File: config.mk
export PLATFORM = sky130hd
export DESIGN_NAME = seven_segment_frame_generator_top
export DESIGN_NICKNAME = d
export VERILOG_FILES = /design/src/hw/rtl/sfg_pkg.sv /design/src/hw/rtl/sfg_front.sv /design/src/hw/rtl/sfg_queue.sv /design/src/hw/rtl/sfg_back.sv /design/src/hw/rtl/seven_segment_frame_generator_top.sv
export VERILOG_INCLUDE_DIRS = /design/src /design/src/hw/rtl
export SDC_FILE = /design/constraint.sdc
export NUM_CORES = 1
export LEC_CHECK = 0
export ABC_AREA = 1
export BUFFER_PORTS_ARGS = -buffer_cell sky130_fd_sc_hd__clkbuf_2
export CAP_MARGIN = 5
export CORE_ASPECT_RATIO = 0.9
export CORE_MARGIN = 3
export CORE_UTILIZATION = 56
export DETAILED_ROUTE_END_ITERATION = 10
export PLACE_DENSITY = 0.79
export SYNTH_ARGS = -nofsm -noshare
export SYNTH_HDL_FRONTEND = slang
export SYNTH_SLANG_ARGS = --single-unit
File: constraint.sdc
create_clock -name clk_i -period 5.4 [get_ports clk_i]
set_input_delay 1.08 -clock clk_i [delete_from_list [all_inputs] [get_ports clk_i]]
set_output_delay 1.08 -clock clk_i [all_outputs]
set_load 0.1 [all_outputs]
File: src/hw/rtl/seven_segment_frame_generator_top_assert.svh
// Assertion helpers for the RTL; sfg_back includes them. All checks run on clk_i and
// are switched off while rst_ni is low.
`ifndef SEVEN_SEGMENT_FRAME_GENERATOR_TOP_ASSERT_SVH
`define SEVEN_SEGMENT_FRAME_GENERATOR_TOP_ASSERT_SVH

// The consequent must hold in the same cycle as the antecedent.
`define SFG_ASSERT_IMPL(lbl, ante, cons) \
  lbl: assert property (@(posedge clk_i) disable iff (!rst_ni) (ante) |-> (cons)) \
    else $error("sfg assertion failed");

// The consequent must hold in the cycle after the antecedent.
`define SFG_ASSERT_NEXT(lbl, ante, cons) \
  lbl: assert property (@(posedge clk_i) disable iff (!rst_ni) (ante) |=> (cons)) \
    else $error("sfg assertion failed");

`endif

File: src/hw/rtl/sfg_pkg.sv
package sfg_pkg;

  typedef enum logic [1:0] {
    ACT_NUMBER = 2'd0,
    ACT_TIME   = 2'd1,
    ACT_CLEAR  = 2'd2,
    ACT_TICK   = 2'd3
  } action_e;

  localparam int unsigned CFG_IDX_W  = 1;
  localparam int unsigned CFG_DATA_W = 16;
  localparam logic [CFG_IDX_W-1:0] REG_BRIGHTNESS = 1'b0;
  localparam logic [CFG_IDX_W-1:0] REG_REFRESH    = 1'b1;

  localparam int unsigned QUEUE_DEPTH = 2;

  localparam int unsigned BRIGHT_W  = 3;
  localparam int unsigned REFRESH_W = 16;
  localparam logic [BRIGHT_W-1:0]  BRIGHT_RESET  = 3'd7;
  localparam logic [REFRESH_W-1:0] REFRESH_RESET = 16'd1000;
  localparam logic [REFRESH_W-1:0] TICK_MAX      = 16'hFFFF;

  localparam logic [7:0] CMD_DATA     = 8'h40;
  localparam logic [7:0] CMD_ADDR     = 8'hC0;
  localparam logic [7:0] CMD_DISP     = 8'h88;
  localparam logic [7:0] SEG_NEG_SIGN = 8'h40;
  localparam logic [7:0] SEG_COLON    = 8'h80;
  localparam logic [7:0] SEG_BLANK    = 8'h00;

  localparam int unsigned MAG_W = 14;
  localparam logic [15:0] NEG_LIMIT  = 16'd999;
  localparam logic [15:0] POS_LIMIT  = 16'd9999;
  localparam logic [7:0]  HOUR_MAX   = 8'd23;
  localparam logic [7:0]  MINUTE_MAX = 8'd59;

  typedef struct packed {
    logic [7:0] d0;
    logic [7:0] d1;
    logic [7:0] d2;
    logic [7:0] d3;
  } frame_t;

  typedef struct packed {
    logic             is_num;
    logic             neg;
    logic [MAG_W-1:0] mag;
    frame_t           frame;
  } item_t;

  typedef struct packed {
    logic [7:0] tx_byte;
    logic       start_before;
    logic       stop_after;
    logic       last_byte;
  } out_t;

  typedef enum logic [2:0] {
    SLOT_DATA_CMD = 3'd0,
    SLOT_ADDR_CMD = 3'd1,
    SLOT_DIG0     = 3'd2,
    SLOT_DIG1     = 3'd3,
    SLOT_DIG2     = 3'd4,
    SLOT_DIG3     = 3'd5,
    SLOT_DISP_CMD = 3'd6
  } slot_e;

  typedef struct packed {
    logic [3:0] tens;
    logic [3:0] ones;
  } pair_t;

  function automatic logic [7:0] seg_of(logic [3:0] d);
    logic [7:0] s;
    case (d)
      4'd0:    s = 8'h3F;
      4'd1:    s = 8'h06;
      4'd2:    s = 8'h5B;
      4'd3:    s = 8'h4F;
      4'd4:    s = 8'h66;
      4'd5:    s = 8'h6D;
      4'd6:    s = 8'h7D;
      4'd7:    s = 8'h07;
      4'd8:    s = 8'h7F;
      4'd9:    s = 8'h6F;
      default: s = 8'h00;
    endcase
    return s;
  endfunction

  // Splits a value below one hundred into two decimal digits.
  function automatic pair_t split_pair(logic [6:0] v);
    pair_t      p;
    logic [3:0] t;
    logic [6:0] r;
    t = 4'd0;
    for (int i = 1; i < 10; i++) begin
      if (v >= 7'(i * 10)) begin
        t = 4'(i);
      end
    end
    r = v - ({3'b000, t} * 7'd10);
    p.tens = t;
    p.ones = r[3:0];
    return p;
  endfunction

  function automatic frame_t clock_frame(logic [4:0] h, logic [5:0] m);
    frame_t f;
    pair_t  hp;
    pair_t  mp;
    hp = split_pair({2'b00, h});
    mp = split_pair({1'b0, m});
    f.d0 = seg_of(hp.tens);
    f.d1 = seg_of(hp.ones) | SEG_COLON;
    f.d2 = seg_of(mp.tens);
    f.d3 = seg_of(mp.ones);
    return f;
  endfunction

endpackage

File: src/hw/rtl/sfg_front.sv
module sfg_front (
  input  logic                           clk_i,
  input  logic                           rst_ni,
  input  logic                           in_valid_i,
  output logic                           in_stall_o,
  input  logic [1:0]                     action_i,
  input  logic signed [15:0]             number_value_i,
  input  logic [7:0]                     hour_value_i,
  input  logic [7:0]                     minute_value_i,
  input  logic [sfg_pkg::REFRESH_W-1:0]  refresh_period_i,
  input  logic                           full_i,
  output logic                           push_o,
  output sfg_pkg::frame_t                push_data_o
);
  import sfg_pkg::*;

  logic                 time_shown_q, time_shown_d;
  logic [4:0]           hour_q, hour_d;
  logic [5:0]           minute_q, minute_d;
  logic [REFRESH_W-1:0] ticks_q, ticks_d;

  logic  s1_v_q, s1_v_d, s2_v_q, s2_v_d, s3_v_q, s3_v_d;
  item_t s1_q, s2_q, s3_q, item;
  logic  s1_ready, s2_ready, s3_ready;
  logic  accept, emit;

  action_e              act;
  logic [15:0]          neg_mag;
  logic [15:0]          pos_val;
  logic [REFRESH_W-1:0] tick_next;

  // Thousands digit (or the minus sign of a negative number) by parallel compares, then the remainder.
  function automatic item_t step_thousands(item_t it);
    item_t      o;
    logic [3:0] k;
    o = it;
    k = 4'd0;
    for (int i = 1; i < 10; i++) begin
      if (it.mag >= MAG_W'(i * 1000)) begin
        k = 4'(i);
      end
    end
    if (it.is_num) begin
      o.mag      = it.mag - ({10'b0, k} * MAG_W'(1000));
      o.frame.d0 = it.neg ? SEG_NEG_SIGN : seg_of(k);
    end
    return o;
  endfunction

  function automatic item_t step_hundreds(item_t it);
    item_t      o;
    logic [3:0] k;
    o = it;
    k = 4'd0;
    for (int i = 1; i < 10; i++) begin
      if (it.mag >= MAG_W'(i * 100)) begin
        k = 4'(i);
      end
    end
    if (it.is_num) begin
      o.mag      = it.mag - ({10'b0, k} * MAG_W'(100));
      o.frame.d1 = seg_of(k);
    end
    return o;
  endfunction

  always_comb begin
    s3_ready   = !s3_v_q || !full_i;
    s2_ready   = !s2_v_q || s3_ready;
    s1_ready   = !s1_v_q || s2_ready;
    in_stall_o = !s1_ready;
    accept     = in_valid_i && s1_ready;
  end

  // Classify the command and update the display state at the transfer.
  always_comb begin
    act       = action_e'(action_i);
    neg_mag   = 16'(-number_value_i);
    pos_val   = 16'(number_value_i);
    tick_next = (ticks_q != TICK_MAX) ? ticks_q + 16'd1 : ticks_q;

    emit         = 1'b0;
    item         = '0;
    time_shown_d = time_shown_q;
    hour_d       = hour_q;
    minute_d     = minute_q;
    ticks_d      = ticks_q;

    if (accept) begin
      case (act)
        ACT_NUMBER: begin
          emit         = 1'b1;
          time_shown_d = 1'b0;
          item.is_num  = 1'b1;
          item.neg     = number_value_i[15];
          if (number_value_i[15]) begin
            item.mag = (neg_mag > NEG_LIMIT) ? NEG_LIMIT[MAG_W-1:0] : neg_mag[MAG_W-1:0];
          end else begin
            item.mag = (pos_val > POS_LIMIT) ? POS_LIMIT[MAG_W-1:0] : pos_val[MAG_W-1:0];
          end
        end
        ACT_TIME: begin
          if (hour_value_i <= HOUR_MAX && minute_value_i <= MINUTE_MAX) begin
            emit         = 1'b1;
            time_shown_d = 1'b1;
            hour_d       = hour_value_i[4:0];
            minute_d     = minute_value_i[5:0];
            ticks_d      = '0;
            item.frame   = clock_frame(hour_value_i[4:0], minute_value_i[5:0]);
          end
        end
        ACT_CLEAR: begin
          emit         = 1'b1;
          time_shown_d = 1'b0;
          item.frame   = '{SEG_BLANK, SEG_BLANK, SEG_BLANK, SEG_BLANK};
        end
        ACT_TICK: begin
          if (time_shown_q) begin
            if (tick_next >= refresh_period_i) begin
              emit       = 1'b1;
              ticks_d    = '0;
              item.frame = clock_frame(hour_q, minute_q);
            end else begin
              ticks_d = tick_next;
            end
          end
        end
        default: begin
          emit = 1'b0;
        end
      endcase
    end
  end

  always_comb begin
    s1_v_d = s1_ready ? (accept && emit) : s1_v_q;
    s2_v_d = s2_ready ? s1_v_q : s2_v_q;
    s3_v_d = s3_ready ? s2_v_q : s3_v_q;
  end

  always_ff @(posedge clk_i or negedge rst_ni) begin
    if (!rst_ni) begin
      time_shown_q <= 1'b0;
      hour_q       <= '0;
      minute_q     <= '0;
      ticks_q      <= '0;
      s1_v_q       <= 1'b0;
      s2_v_q       <= 1'b0;
      s3_v_q       <= 1'b0;
    end else begin
      time_shown_q <= time_shown_d;
      hour_q       <= hour_d;
      minute_q     <= minute_d;
      ticks_q      <= ticks_d;
      s1_v_q       <= s1_v_d;
      s2_v_q       <= s2_v_d;
      s3_v_q       <= s3_v_d;
    end
  end

  always_ff @(posedge clk_i) begin
    if (accept) begin
      s1_q <= item;
    end
    if (s2_ready) begin
      s2_q <= step_thousands(s1_q);
    end
    if (s3_ready) begin
      s3_q <= step_hundreds(s2_q);
    end
  end

  // Tens and ones are split on the way into the queue.
  always_comb begin
    pair_t p;
    p           = split_pair(s3_q.mag[6:0]);
    push_o      = s3_v_q && !full_i;
    push_data_o = s3_q.frame;
    if (s3_q.is_num) begin
      push_data_o.d2 = seg_of(p.tens);
      push_data_o.d3 = seg_of(p.ones);
    end
  end

endmodule

File: src/hw/rtl/sfg_queue.sv
module sfg_queue #(
  parameter int unsigned Depth = sfg_pkg::QUEUE_DEPTH
) (
  input  logic            clk_i,
  input  logic            rst_ni,
  input  logic            push_i,
  input  sfg_pkg::frame_t data_i,
  input  logic            pop_i,
  output sfg_pkg::frame_t data_o,
  output logic            full_o,
  output logic            empty_o
);
  import sfg_pkg::*;

  localparam int unsigned PtrW = $clog2(Depth);
  localparam int unsigned CntW = $clog2(Depth + 1);

  frame_t          entries_q [Depth];
  logic [PtrW-1:0] wptr_q, wptr_d, rptr_q, rptr_d;
  logic [CntW-1:0] cnt_q, cnt_d;

  always_comb begin
    wptr_d = wptr_q;
    rptr_d = rptr_q;
    cnt_d  = cnt_q;
    if (push_i) begin
      wptr_d = (wptr_q == PtrW'(Depth - 1)) ? '0 : wptr_q + 1'b1;
    end
    if (pop_i) begin
      rptr_d = (rptr_q == PtrW'(Depth - 1)) ? '0 : rptr_q + 1'b1;
    end
    if (push_i && !pop_i) begin
      cnt_d = cnt_q + 1'b1;
    end else if (pop_i && !push_i) begin
      cnt_d = cnt_q - 1'b1;
    end
  end

  always_ff @(posedge clk_i or negedge rst_ni) begin
    if (!rst_ni) begin
      wptr_q <= '0;
      rptr_q <= '0;
      cnt_q  <= '0;
    end else begin
      wptr_q <= wptr_d;
      rptr_q <= rptr_d;
      cnt_q  <= cnt_d;
    end
  end

  always_ff @(posedge clk_i) begin
    if (push_i) begin
      entries_q[wptr_q] <= data_i;
    end
  end

  assign data_o  = entries_q[rptr_q];
  assign full_o  = (cnt_q == CntW'(Depth));
  assign empty_o = (cnt_q == '0);

endmodule

File: src/hw/rtl/sfg_back.sv
module sfg_back (
  input  logic                          clk_i,
  input  logic                          rst_ni,
  input  logic                          empty_i,
  input  sfg_pkg::frame_t               head_i,
  output logic                          pop_o,
  input  logic [sfg_pkg::BRIGHT_W-1:0]  brightness_i,
  output logic                          out_valid_o,
  input  logic                          out_stall_i,
  output sfg_pkg::out_t                 out_o
);
  import sfg_pkg::*;

  `include "seven_segment_frame_generator_top_assert.svh"

  slot_e slot_q, slot_d;
  logic  out_valid_q, out_valid_d;
  out_t  out_q, byte_d;
  logic  load;

  // Next slot: one byte of the head frame moves to the output register
  // whenever that register is free or being drained and the queue is not empty.
  always_comb begin
    load   = (!out_valid_q || !out_stall_i) && !empty_i;
    slot_d = slot_q;
    pop_o  = 1'b0;
    if (load) begin
      if (slot_q == SLOT_DISP_CMD) begin
        slot_d = SLOT_DATA_CMD;
        pop_o  = 1'b1;
      end else begin
        slot_d = slot_e'(slot_q + 3'd1);
      end
    end
    out_valid_d = (!out_valid_q || !out_stall_i) ? !empty_i : out_valid_q;
  end

  always_comb begin
    byte_d = '0;
    case (slot_q)
      SLOT_DATA_CMD: byte_d = '{CMD_DATA, 1'b1, 1'b1, 1'b0};
      SLOT_ADDR_CMD: byte_d = '{CMD_ADDR, 1'b1, 1'b0, 1'b0};
      SLOT_DIG0:     byte_d = '{head_i.d0, 1'b0, 1'b0, 1'b0};
      SLOT_DIG1:     byte_d = '{head_i.d1, 1'b0, 1'b0, 1'b0};
      SLOT_DIG2:     byte_d = '{head_i.d2, 1'b0, 1'b0, 1'b0};
      SLOT_DIG3:     byte_d = '{head_i.d3, 1'b0, 1'b1, 1'b0};
      SLOT_DISP_CMD: byte_d = '{CMD_DISP | {5'b00000, brightness_i}, 1'b1, 1'b1, 1'b1};
      default:       byte_d = '0;
    endcase
  end

  always_ff @(posedge clk_i or negedge rst_ni) begin
    if (!rst_ni) begin
      slot_q      <= SLOT_DATA_CMD;
      out_valid_q <= 1'b0;
    end else begin
      slot_q      <= slot_d;
      out_valid_q <= out_valid_d;
    end
  end

  always_ff @(posedge clk_i) begin
    if (load) begin
      out_q <= byte_d;
    end
  end

  assign out_valid_o = out_valid_q;
  assign out_o       = out_q;

  `SFG_ASSERT_IMPL(a_last_is_display_ctrl, out_valid_q && out_q.last_byte,
                   out_q.start_before && out_q.stop_after && out_q.tx_byte[7:3] == CMD_DISP[7:3])
  `SFG_ASSERT_IMPL(a_frame_end_rewinds, out_valid_q && out_q.last_byte,
                   slot_q == SLOT_DATA_CMD)
  `SFG_ASSERT_IMPL(a_addr_cmd_opens_digits,
                   out_valid_q && out_q.start_before && !out_q.stop_after,
                   out_q.tx_byte == CMD_ADDR)

endmodule

File: src/hw/rtl/seven_segment_frame_generator_top.sv
// Seven-segment frame generator for a four-digit display controller.
// Input channel (in_valid_i / in_stall_o): one command per transfer, chosen
// by action_i: show number, show time, clear, or a tick.
// Output channel (out_valid_o / out_stall_i): one controller byte per
// transfer with its start, stop and last-byte marks. A display update is
// seven bytes; commands that change nothing on the display give none.
// A command's frame passes the three front stages (s1, s2, s3), the
// frame queue and the output register before its first byte is offered.
// The output gives one byte per cycle while out_stall_i is low; a
// displaying command gives seven bytes. Commands can be taken every cycle
// while the frame queue has room, and silent commands give no frame.
// The config port (cfg_we_i, cfg_index_i, cfg_wdata_i) sets brightness
// (index 0) and the refresh period in ticks (index 1); the user writes it while idle, not enforced by the block.
// Reset clears the stored time, the tick count and all queued frames and
// restores brightness 7 and a refresh period of 1000.
// A stalled receiver holds the current byte; the queue then fills and the
// input side stalls in turn.
module seven_segment_frame_generator_top #(
  parameter int unsigned QueueDepth = sfg_pkg::QUEUE_DEPTH
) (
  input  logic                            clk_i,
  input  logic                            rst_ni,
  input  logic                            in_valid_i,
  output logic                            in_stall_o,
  input  logic [1:0]                      action_i,
  input  logic signed [15:0]              number_value_i,
  input  logic [7:0]                      hour_value_i,
  input  logic [7:0]                      minute_value_i,
  output logic                            out_valid_o,
  input  logic                            out_stall_i,
  output logic [7:0]                      tx_byte_o,
  output logic                            start_before_o,
  output logic                            stop_after_o,
  output logic                            last_byte_o,
  input  logic                            cfg_we_i,
  input  logic [sfg_pkg::CFG_IDX_W-1:0]   cfg_index_i,
  input  logic [sfg_pkg::CFG_DATA_W-1:0]  cfg_wdata_i
);
  import sfg_pkg::*;

  logic [BRIGHT_W-1:0]  brightness_q;
  logic [REFRESH_W-1:0] refresh_q;

  logic   push, pop, full, empty;
  frame_t push_data, head;
  out_t   out_byte;

  always_ff @(posedge clk_i or negedge rst_ni) begin
    if (!rst_ni) begin
      brightness_q <= BRIGHT_RESET;
      refresh_q    <= REFRESH_RESET;
    end else if (cfg_we_i) begin
      case (cfg_index_i)
        REG_BRIGHTNESS: brightness_q <= cfg_wdata_i[BRIGHT_W-1:0];
        REG_REFRESH:    refresh_q    <= cfg_wdata_i[REFRESH_W-1:0];
        default:        brightness_q <= brightness_q;
      endcase
    end
  end

  sfg_front u_front (
    .clk_i            (clk_i),
    .rst_ni           (rst_ni),
    .in_valid_i       (in_valid_i),
    .in_stall_o       (in_stall_o),
    .action_i         (action_i),
    .number_value_i   (number_value_i),
    .hour_value_i     (hour_value_i),
    .minute_value_i   (minute_value_i),
    .refresh_period_i (refresh_q),
    .full_i           (full),
    .push_o           (push),
    .push_data_o      (push_data)
  );

  sfg_queue #(
    .Depth (QueueDepth)
  ) u_queue (
    .clk_i   (clk_i),
    .rst_ni  (rst_ni),
    .push_i  (push),
    .data_i  (push_data),
    .pop_i   (pop),
    .data_o  (head),
    .full_o  (full),
    .empty_o (empty)
  );

  sfg_back u_back (
    .clk_i        (clk_i),
    .rst_ni       (rst_ni),
    .empty_i      (empty),
    .head_i       (head),
    .pop_o        (pop),
    .brightness_i (brightness_q),
    .out_valid_o  (out_valid_o),
    .out_stall_i  (out_stall_i),
    .out_o        (out_byte)
  );

  assign tx_byte_o      = out_byte.tx_byte;
  assign start_before_o = out_byte.start_before;
  assign stop_after_o   = out_byte.stop_after;
  assign last_byte_o    = out_byte.last_byte;

endmodule
# After elaboration in Yosys (flattened, before gate mapping)

Memories as Yosys holds them, arrays and structs flattened.
Cells that the tools add are included.

Register bits: 204
RAM bits: 64
Bits in read-only memories: 1344
Input bits: 56
Word-level logic and storage cells: 288
Memories: 13

Memory list:

| name            | depth | width | read ports | clocked after Yosys merged registers in | wr ports | RTL line      | RTL |
|---|---|---|---|---|---|---|---|
| (no name shown) | 16    | 7     | 1          | 0                                       | 0        | sfg_pkg.sv:74 | `case (d)` |
| (no name shown) | 16    | 7     | 1          | 0                                       | 0        | sfg_pkg.sv:74 |  |
| (no name shown) | 16    | 7     | 1          | 0                                       | 0        | sfg_pkg.sv:74 |  |
| (no name shown) | 16    | 7     | 1          | 0                                       | 0        | sfg_pkg.sv:74 |  |
| (no name shown) | 16    | 7     | 1          | 0                                       | 0        | sfg_pkg.sv:74 |  |
| (no name shown) | 16    | 7     | 1          | 0                                       | 0        | sfg_pkg.sv:74 |  |
| +7 memories     | n/a   | n/a   | n/a        | n/a                                     | n/a      | n/a           |  |

$add $sub $neg: 14
Multiply operators: 7
$lt $le $gt $ge: 62
Equal/unequal tests: 13
Multiplexer cells: 108
Bitwise logic cells: 1
Reduce and logical (&&, ||, !) cells: 33

Operators with widths:

| operator               | count |
|---|---|
| $mux W4                | 36 |
| $mux W16               | 6 |
| $mux W32               | 3 |
| $pmux W11 S7           | 1 |
| $ge A14 B10 Y1 const B | 5 |
| $pmux W32 S2           | 1 |
| $mux W3                | 19 |
| $ge A14 B13 Y1 const B | 4 |
| $ge A14 B9 Y1 const B  | 3 |
| $ge A5 B7 Y1 const B   | 6 |
| $ge A6 B7 Y1 const B   | 6 |
| $mux W14               | 3 |
| $ge A6 B6 Y1 const B   | 6 |
| $pmux W16 S2           | 1 |
| $ge A14 B12 Y1 const B | 2 |
| $mux W2                | 14 |
| $ge A6 B5 Y1 const B   | 4 |
| $mux W22               | 1 |
| $ge A7 B6 Y1 const B   | 3 |
| $ge A7 B7 Y1 const B   | 3 |
| $ge A5 B5 Y1 const B   | 4 |
| $mul A4 B3 Y3 const B  | 5 |
| $sub A4 B4 Y4          | 5 |
| $mux W1                | 18 |
| 45 further kinds       | 79 |

# Longest topological paths before layout

An unclocked memory read counts as a cell.

Word-level depth: 20
Gate-level depth with buffers: 29
Depth with buffers taken out: 29

# By module

Synthesis repeated with hierarchy kept, for this count alone.

Cell total of the unflattened synthesis: 1658
Area total of the unflattened synthesis: 15765.1 um^2

By module, submodules not included:

| module                            | times used | cells an instance | area each (um^2) | sequential area each (um^2) |
|---|---|---|---|---|
| sfg_front                         | 1          | 1332              | 11320.9          | 4499.3 |
| sfg_queue                         | 1          | 125               | 2668.8           | 2021.9 |
| sfg_back                          | 1          | 117               | 983.4            | 430.4 |
| seven_segment_frame_generator_top | 1          | 84                | 792.0            | 486.7 |

# Worst setup path before layout

Ideal clock, no wire load.

Kind: register -> register
Start: reg u_front.s1_q[38] (netlist name)
End: reg u_front.s2_q[45] (netlist name) (data pin)
Library setup time: 253 ps
Data arrival time: 4784 ps
Setup slack: 363 ps
Stages on the path, launching flop included: 26
Period minus slack after synthesis: 5037 ps
Path through: edfxtp_1 -> inv_1 -> a21oi_1 -> o21ai_0 -> buf_4 -> inv_1 -> nor2_1 -> inv_1 -> fa_1 -> inv_1 -> fa_1 -> inv_1 -> ha_1 -> a21oi_1 -> o21ai_0 -> xnor2_1 -> ha_1 -> a21oi_1 -> o21ai_0 -> a21o_1 -> a21oi_1 -> inv_1 -> nand2_1 -> nand3_1 -> nand2_1 -> nand2_1

Cells in the longest elaborated chain, start to end: 14
Elaborated cells between the ends (all ways): 22

RTL lines:

| item                   | RTL line         | RTL |
|---|---|---|
| from (decl)            | sfg_front.sv:23  | `item_t s1_q, s2_q, s3_q, item;` |
| from (signal assigned) | sfg_front.sv:163 | `s1_q <= item;` |
| $ge A14 B10 Y1         | sfg_front.sv:39  | `if (it.mag >= MAG_W'(i * 1000)) begin` |
| $mux W1                | sfg_front.sv:39  |  |
| $mux W2 (2 in series)  | sfg_front.sv:39  |  |
| $mux W3 (4 in series)  | sfg_front.sv:39  |  |
| $mux W4 (2 in series)  | sfg_front.sv:39  |  |
| $mux W4                | sfg_front.sv:165 | `if (s2_ready) begin` |
| $mul A4 B7 Y11         | sfg_front.sv:44  | `o.mag = it.mag - ({10'b0, k} * MAG_W'(1000));` |
| $sub A14 B14 Y14 *     | sfg_front.sv:44  |  |
| $mux W22 *             | sfg_front.sv:43  | `if (it.is_num) begin` |
| to (signal assigned)   | sfg_front.sv:166 | `s2_q <= step_thousands(s1_q);` |
| to (decl)              | sfg_front.sv:23  |  |

Every way passes the cells marked *; elsewhere a longest branch is shown, timed or not. The select of a mux whose other input is x is not followed.
A chain may end at the register's enable or synchronous reset.

# Worst setup path in the final report

Start: reg u_front.s1_q[40] (netlist name)
End: reg u_front.s2_q[45] (netlist name) (data pin)

Same word-level chain as after synthesis.

==> results.json <==
{
  "synth_ff_type": "edfxtp_1",
  "cts_hold_repair.buffers": 0,
  "dpl.hpwl_um": 22700,
  "netlist.area_leader.share": 0.392,
  "peakVddDrop_mv": 0.254,
  "seq_area_um2": 7260,
  "area_growth_pct": 10.7,
  "cp_data_required_time_ns": 5.68,
  "finalHoldViolCount": 0,
  "antenna_found_initial": 0,
  "fp.dieW_um": 177,
  "synthCells": 1604,
  "cts.sinks": 251,
  "post_drt_wl_per_cell_um": 14.8,
  "fillerInstances": 2010,
  "path_clk_slew_ns": 0.06,
  "drtIter0Drc": 866,
  "setup_ws_ns": 0.443,
  "portBuffers": 68,
  "setup_viol": 0,
  "tritoncts": "built",
  "die_y_um": 160,
  "grtUsageMet2": 0.349,
  "cts_root_buf": "clkbuf_16",
  "ys_top_cells_by_area": "edfxtp_1 39%, ha_1 9.6%, nand2_1 8.8%",
  "use_met1": 0.307,
  "first_pass_iters": 5,
  "hold_slack_ns": 0.416,
  "syn-cell-area_um2": 14800,
  "drc": 0,
  "leakagePower_nw": 7.44,
  "yosys.area.top_type": "edfxtp_1",
  "worstHoldPathCells": 0,
  "cts_buffers": 26,
  "place_ws_ns": 0.271,
  "multi_input_area_um2": 6520,
  "grt_first_pass_wirelength_um": 50400,
  "worstMarginPinSlew_ns": 0.957,
  "fin_nets": 1871,
  "synth_cell_types": 66,
  "insertion_delay_ns": 0.52,
  "synth_edf_count": 193,
  "drtAntennaViolNets": 0,
  "drive_gt1_frac": 0.115,
  "cellPowerDensity_nw_per_um2": 494,
  "gp_congestion": 0.915,
  "cts.htree.levels": 1,
  "post_cts_buffers": 0,
  "vias": 10900,
  "criticalPathCategory": "reg -> reg",
  "period_needed_ns": 4.96,
  "ys_async_sr_fraction": 0.231,
  "clockBufferDepth": 3,
  "drv_cap": 0,
  "drt_wl_total_um": 30200,
  "start_util": 0.579,
  "relSlewSlack": 0.360,
  "cp.arrival_ns": 5.23,
  "core_um2": 25500,
  "mostFrequentLayoutCells": "347 x nand2_1, 227 x inv_1, 193 x edfxtp_1",
  "path_max_fanout": 5,
  "fin_worst_skew_ns": 0.00923,
  "yosysWarnings": 0,
  "die-area_um2": 28400,
  "grt_setup_unrepaired": "false",
  "r2r_cells": 25,
  "start_kind": "register",
  "layout_commonest_cell": "nand2_1",
  "ctsResizeCount": 0,
  "gr-usage-met3": 0.0259,
  "grt_use_total": 0.213,
  "viasPerCell": 5.34,
  "busiest_layer": "met2",
  "slew_violations": 0,
  "grt_pass1_vias": 10600,
  "ys_seq_area_frac": 0.491,
  "status": "completed",
  "hp-class": "reg -> reg",
  "crit_path_end_kind": "register",
  "syn_avg_cell_area_um2": 9.21,
  "overflow": 0,
  "synthesis.nets": 1787,
  "max_freq_ghz": 0.202,
  "std_cell_rows": 55,
  "finalCritPeriodShare": 0.918,
  "final.setup.tns_ns": 0,
  "postSynthRegisterBits": 251,
  "ioPinCount": 69,
  "reg2reg_slack_ns": 0.44,
  "grt_max_degree": 59,
  "antenna_cells": 0
}
==> synth_stat cells (7+ instances only) <==
| cell type | count |
|---|---|
| nor4_1 | 7 |
| xor2_1 | 30 |
| ha_1 | 113 |
| o21ai_0 | 129 |
| clkbuf_1 | 17 |
| nand2_1 | 347 |
| o22ai_1 | 21 |
| nand3_1 | 52 |
| o2111ai_1 | 7 |
| a21oi_1 | 87 |
| nand2_2 | 15 |
| nor3_1 | 21 |
| edfxtp_1 | 193 |
| inv_2 | 7 |
| xnor2_1 | 7 |
| a31oi_1 | 10 |
| or2_2 | 8 |
| nand4_1 | 8 |
| fa_1 | 14 |
| dfrtp_1 | 49 |
| o21ai_1 | 12 |
| inv_1 | 227 |
| dfstp_2 | 9 |
| nor2_1 | 127 |
==> layer usage <==
metal	vias to the layer above	routed length, um	part of all wire
met5	-	0	0
met4	0	611	0.020
met3	41	1790	0.059
met2	317	13900	0.46
met1	5046	13900	0.46
li1	5538	-	-
==> path summary, 6_finish.rpt <==
path	startpoint	endpoint
setup / recovery	u_front.s1_q[40]$_SDFFCE_PN0P_	u_front.s2_q[45]$_DFFE_PP_
hold / removal	u_front.s2_q[28]$_DFFE_PP_	u_front.push_data_o[28]$_DFFE_PP_
setup reg to reg	u_front.s1_q[40]$_SDFFCE_PN0P_	u_front.s2_q[45]$_DFFE_PP_
hold reg to reg	u_front.s2_q[28]$_DFFE_PP_	u_front.push_data_o[28]$_DFFE_PP_
max in group asynchronous	rst_ni	u_front.hour_q[2]$_DFFE_PN0P_
min in group asynchronous	rst_ni	refresh_q[14]$_DFFE_PN0P_
==> power breakdown <==
group | leakage [nW] | switching (mW) | internal (mW)
clock | 0.395 | 0.711 | 0.993
sequential | 2.70 | 0.259 | 2.75
combinational | 4.34 | 2.31 | 1.06
==> cells by family after synthesis <==
group,share of synthesized area
compound gates,0.120
xor+xnor,0.0263
fa+ha+maj,0.115
buf+inv,0.0688
flops,0.491
mux,0.000677
simple gates,0.178
==> registers in the layout, summed over array words and instances (netlist names), 3 cells and up <==
register / flops
u_queue.entries_q: 58
u_front.push_data_o: 15
refresh_q: 16
u_back.out_o: 11
brightness_q: 3
u_front.s2_q: 44
u_front.s1_q: 43
u_back.slot_q: 3
u_front.s3_q: 22
u_front.ticks_q: 16
u_front.hour_q: 5
u_front.minute_q: 6
==> layout make-up <==
| class | count | area share |
|---|---|---|
| clock buffers | 38 | 0.0450 |
| inverters | 237 | 0.0544 |
| clock inverters | 10 | 0.00497 |
| well taps | 342 | 0.0262 |
| multi-input cells | 1090 | 0.399 |
| repair buffers | 82 | 0.0272 |
| flip-flops and latches | 251 | 0.444 |
==> metrics by stage <==
| stage | utilization | std cells | power, mW | cell area, um2 |
|---|---|---|---|---|
| floorplan | - | 1604 | 5.57 | 14800 |
| global placement | 0.609 | 2002 | 6.23 | 15500 |
| detailed placement | 0.609 | 2002 | 6.36 | 15500 |
| CTS | 0.641 | 2050 | 8.10 | 16400 |
| global route | 0.641 | 2050 | 8.67 | 16400 |
| finish | 0.641 | 2050 | 8.09 | 16400 |
==> worst max-delay path: stages (launching register included) <==
cell and delay [ns]:
edfxtp_1 0.39, nand2_1 0.13, nor2_1 0.15, nand2_1 0.09, o311ai_1 0.23, inv_1 0.11, nor2_1 0.13, o21ai_1 0.13
fa_2 0.66, inv_1 0.09, fa_1 0.51, inv_1 0.04, ha_1 0.34, a21oi_1 0.16, o21ai_1 0.11, xnor2_1 0.15
ha_1 0.34, a21oi_1 0.15, o21ai_1 0.11, a21o_1 0.18, a21oi_1 0.17, inv_1 0.07, nand2_1 0.08, nand3_1 0.07
nand2_1 0.07, nand2_1 0.04
No activity file was read; power rests on OpenSTA's default activity.
